<file path="config.mk">
export PLATFORM = sky130hd
export DESIGN_NAME = fhcs_ram
export DESIGN_NICKNAME = d
export VERILOG_FILES = /design/src/rtl/fhcs_ram.sv
export SDC_FILE = /design/constraint.sdc
export NUM_CORES = 1
export LEC_CHECK = 0
export BUFFER_PORTS_ARGS = -buffer_cell sky130_fd_sc_hd__buf_2
export CAP_MARGIN = 5
export CORE_MARGIN = 5
export CORE_UTILIZATION = 40
export DETAILED_ROUTE_END_ITERATION = 8
export HOLD_SLACK_MARGIN = 0.15
export PLACE_DENSITY = 0.53
export SLEW_MARGIN = 5
export SYNTH_ARGS = -nofsm -noshare
export SYNTH_HDL_FRONTEND = slang
export SYNTH_SLANG_ARGS = --single-unit
</file>
<file path="constraint.sdc">
create_clock -name clk -period 2.3 [get_ports clk]
set_input_delay 0.345 -clock clk [delete_from_list [all_inputs] [get_ports clk]]
set_output_delay 0.345 -clock clk [all_outputs]
set_load 0.1 [all_outputs]
</file>
<file path="src/rtl/fhcs_ram.sv">
module fhcs_ram #(
  parameter int WIDTH = 8,
  parameter int DEPTH = 16
) (
  input  logic                     clk,
  input  logic                     we,
  input  logic [$clog2(DEPTH)-1:0] waddr,
  input  logic [WIDTH-1:0]         wdata,
  input  logic [$clog2(DEPTH)-1:0] raddr,
  output logic [WIDTH-1:0]         rdata
);

  logic [WIDTH-1:0] mem [DEPTH];

  always_ff @(posedge clk) begin
    if (we) begin
      mem[waddr] <= wdata;
    end
    rdata <= mem[raddr];
  end

endmodule

</file>
---- Yosys cells after proc, flatten, opt, wreduce, memory -nomap -nowiden ----
Memory sizes are Yosys's and may differ from the RTL's. A register that Yosys moved wholly into a read port is not among the register bits.
Index checks and enable logic that the tools add are counted.
cells by class
  mux-type cells .......................... 2
operator list
  kind              number
  1-bit 2-to-1 mux  2
word-level totals
  register bits ........................... 0
  RAM bits ................................ 128
  input port bits ......................... 18
  output and inout bits ................... 8
  logic and storage cells ................. 3
  memories kept ........................... 1
memory list
  name  depth  width  read ports  clocked after memory_dff  wr ports  line  text
  mem   16     8      1           1                         1         13    logic [WIDTH-1:0] mem [DEPTH];

---- Depth between registers and ports, before layout ----
  depth in word-level cells ............... 2
  mapped depth ............................ 5
  gate-level depth less buffers ........... 3

---- Worst setup path before layout ----
OpenSTA, ideal clock, no wires.
  path type ............................... in2reg
  start point ............................. input waddr[2]
  end point ............................... memory mem[0][0] (enable)
  setup time .............................. 383 ps
  arrival ................................. 1455 ps
  data required time ...................... 1917 ps
  path slack .............................. 462 ps
  stages on the path ...................... 2
  buffers on the path ..................... 0
  cells stage by stage .................... or3b_2 nor3_1
RTL lines
  what                line  text
  start: declaration  7     input logic [$clog2(DEPTH)-1:0] waddr,
  end: declaration    13
No word-level cell before the write port.

==> reports/results.ini <==
[synth]
yosys_most_used_dff = edfxtp_1
synth_xor_xnor_area_share_pct = 0
ys_warn_count = 0
seq_area_frac_synth_pct = 77.78
syn_inst = 229
synth_compound_area_share_pct = 2.333
synth_commonest_cells = edfxtp_1 (128), mux4_2 (18), a22oi_1 (16)
synth_top_area_cell = edfxtp_1
synth_area_leaders = edfxtp_1 (75%), mux4_2 (7.9%), mux4_1 (7.1%)
synth_mux_area_share_pct = 15.02
synth_top_family_by_area = multiplexers
synthDistinctLibCells = 19
synth_top_area_share_pct = 74.67
async_reset_ff_share_pct = 0
synthesis.nets = 247
yosysMostFrequentCell = edfxtp_1
synth-edff-count = 128
synthSimpleGateAreaFrac_pct = 3.184
avgSynthCellArea_um2 = 22.48
synth_fa_ha_area_share_pct = 0
synth_area_um2 = 5147
synth-seq-cells = 136

[route]
totalWireLength_mm = 9.855
drc_errors = 0
via_per_inst = 5.068
antenna_left = 0
drtIter0Drc = 159
wl_per_cell_um = 20.92
vias = 2387
drtPass1Iterations = 4

[timing]
fin_worst_skew_ns = 0.006864
max_slew.worst_pin.slew_ns = 0.6531
hold_viol_final = 0
timing.fmax_mhz = 638.0
min_period_ns = 1.567
finalSetupTns_ns = 0
period_share_pct = 68.15
setup_violations = 0
worst_slack_ns = 0.7326
relSlewSlack_pct = 56.30
rsz0062_at_grt = false
hold_ws_ns = 0.3122
drv_slew = 0

[worst_setup_path]
r2r_end = rdata[5]$_DFF_P_
cp_cell_sequence = buf_2 > buf_12 > mux4_1 > a22oi_1 > nand2_1
crit_path_start_kind = input port
crit_arrival_ns = 1.86
max_stage_delay_ns = 0.56
r2r-start = mem[1][5]$_DFFE_PP_
cpLargestDelayFamily = multiplexers
criticalPathCategory = in2reg
reg2reg_setup_slack_ns = 0.88
rr_worst_depth = 3
critPathBufInv = 2
critPathSlowestCell = mux4_1
crit_required_ns = 2.59
cp-end-kind = register
worstPathMaxFanout = 18

[die]
die_h_um = 123.4
coreArea_um2 = 12620
pin_count = 26
chipWidth_um = 123.4
rows = 41
dieArea_um2 = 15240
start_util_pct = 40.79

[grt]
grt_pass1_wl_mm = 15.40
antenna_found_initial = 0
grtUsageTotal_pct = 14.87
grt_max_degree = 19
grt_pass1_vias = 2576
grt_overflow_total = 0

[placement]
gp_congestion = 0.7409
port_buffers = 25
dp_cells = 439
dp_slack_ns = 0.3271
dpl.hpwl_mm = 6.671

[min_path]
min_path_cells = 1
min_to = mem[6][2]$_DFFE_PP_
hold_class = in2reg
hold_start = wdata[2]

[finish]
syn2layout_area_growth_pct = 20.22
fin_cells = 471
nNetsFinal = 304
n_antenna_cell = 0
seq_area_um2 = 4004
drive_gt1_share_pct = 33.11
fill_cells = 1069
multiInputGateArea_um2 = 1057

[pwr]
p_per_area_nw_per_um2 = 934.4
pwr-share-clk_pct = 45.3
share_comb_of_total_power_pct = 6.5
power.total_uw = 5783
switching_power_uw = 1271
p_int_uw = 4512
p_sw_share_pct = 21.98
p_leak_uw = 0.002095
pwr-share-seq_pct = 48.2
ir_drop_mv = 0.5238

[clock_network]
clkTransAtPathRegs_ns = 0.06
ctsResizeCount = 0
cts_setup_buffers = 0
htreeDepth = 4
clock_sinks = 136
cts_buffers = 17
root_buffer = clkbuf_16
cts_buffer_depth = 2
cts_tree = yes
holdBufCountCts = 0
clkLatencyLatePin_ns = 0.41

[run]
maxCapViolCount = 0

[run_status]
status = finished, final reports clean

==> through the flow <==
| stage | cell area [µm²] | util (%) |
|---|---|---|
| after CTS | 6188 | 49.04 |
| after global placement | 5599 | 44.37 |
| after global routing | 6188 | 49.04 |
| final | 6188 | 49.04 |
| after floorplan | 5147 | - |
| after detailed placement | 5599 | 44.37 |
==> placed cells by master, fill, tap and decap left out, types with 4 or more instances in the layout <==
master      synthesis  final
edfxtp_1          128    128
buf_2               3     25
buf_4               1     21
mux4_2             18     18
clkbuf_16           0     17
a22oi_1            16     16
mux4_1             14     14
nor2_1             13     13
nand2_1             9      9
dfxtp_1             8      8
clkinvlp_4          0      6
nor3_1              4      4
==> registers in the layout, indices dropped and copies added, names as in the netlist <==
name / count
mem: 128
rdata: 8
==> routing by layer <==
metal	global-route usage [%]	vias to the layer above	routed length, µm
li1	-	1089	-
met1	19.32	1231	4354
met2	23.75	59	4966
met3	3.614	8	409
met4	6.851	0	124
met5	0	-	0
==> kinds of logic after synthesis <==
kind of cell,Yosys count
and+or+nand+nor,35
AOI/OAI and AO/OA,16
muxes,32
DFF,136
buffers and inverters,10
==> final cells by class <==
class / count / share of cell area, %
Timing Repair Buffer: 48 / 5.216
Tap cell: 172 / 3.478
Clock buffer: 18 / 7.097
Multi-Input combinational cell: 83 / 17.08
Sequential cell: 136 / 64.70
Clock inverter: 14 / 2.426
==> power by group through the flow <==
stage / Sequential [µW] / Combinational (µW) / Clock (µW)
after floorplan: 2950 / 141 / 0
after global placement: 2840 / 379 / 0
after detailed placement: 2840 / 382 / 0
after CTS: 2790 / 383 / 2680
after global routing: 2790 / 405 / 2780
final: 2790 / 375 / 2620
==> worst max path at each step <==
stage | start | endpoint | slack [ns] | cells after the start
final | raddr[0] | rdata[5]$_DFF_P_ | 0.73 | 5
after floorplan | waddr[2] | mem[0][0]$_DFFE_PP_ | 0.46 | 2
after global routing | raddr[0] | rdata[5]$_DFF_P_ | 0.64 | 5
after detailed placement | raddr[0] | rdata[5]$_DFF_P_ | 0.33 | 5
after CTS | rdata[4]$_DFF_P_ | rdata[4] | 0.71 | 1
after global placement | raddr[0] | rdata[5]$_DFF_P_ | 0.32 | 5
Note: power is estimated with default switching activity, not from simulation.
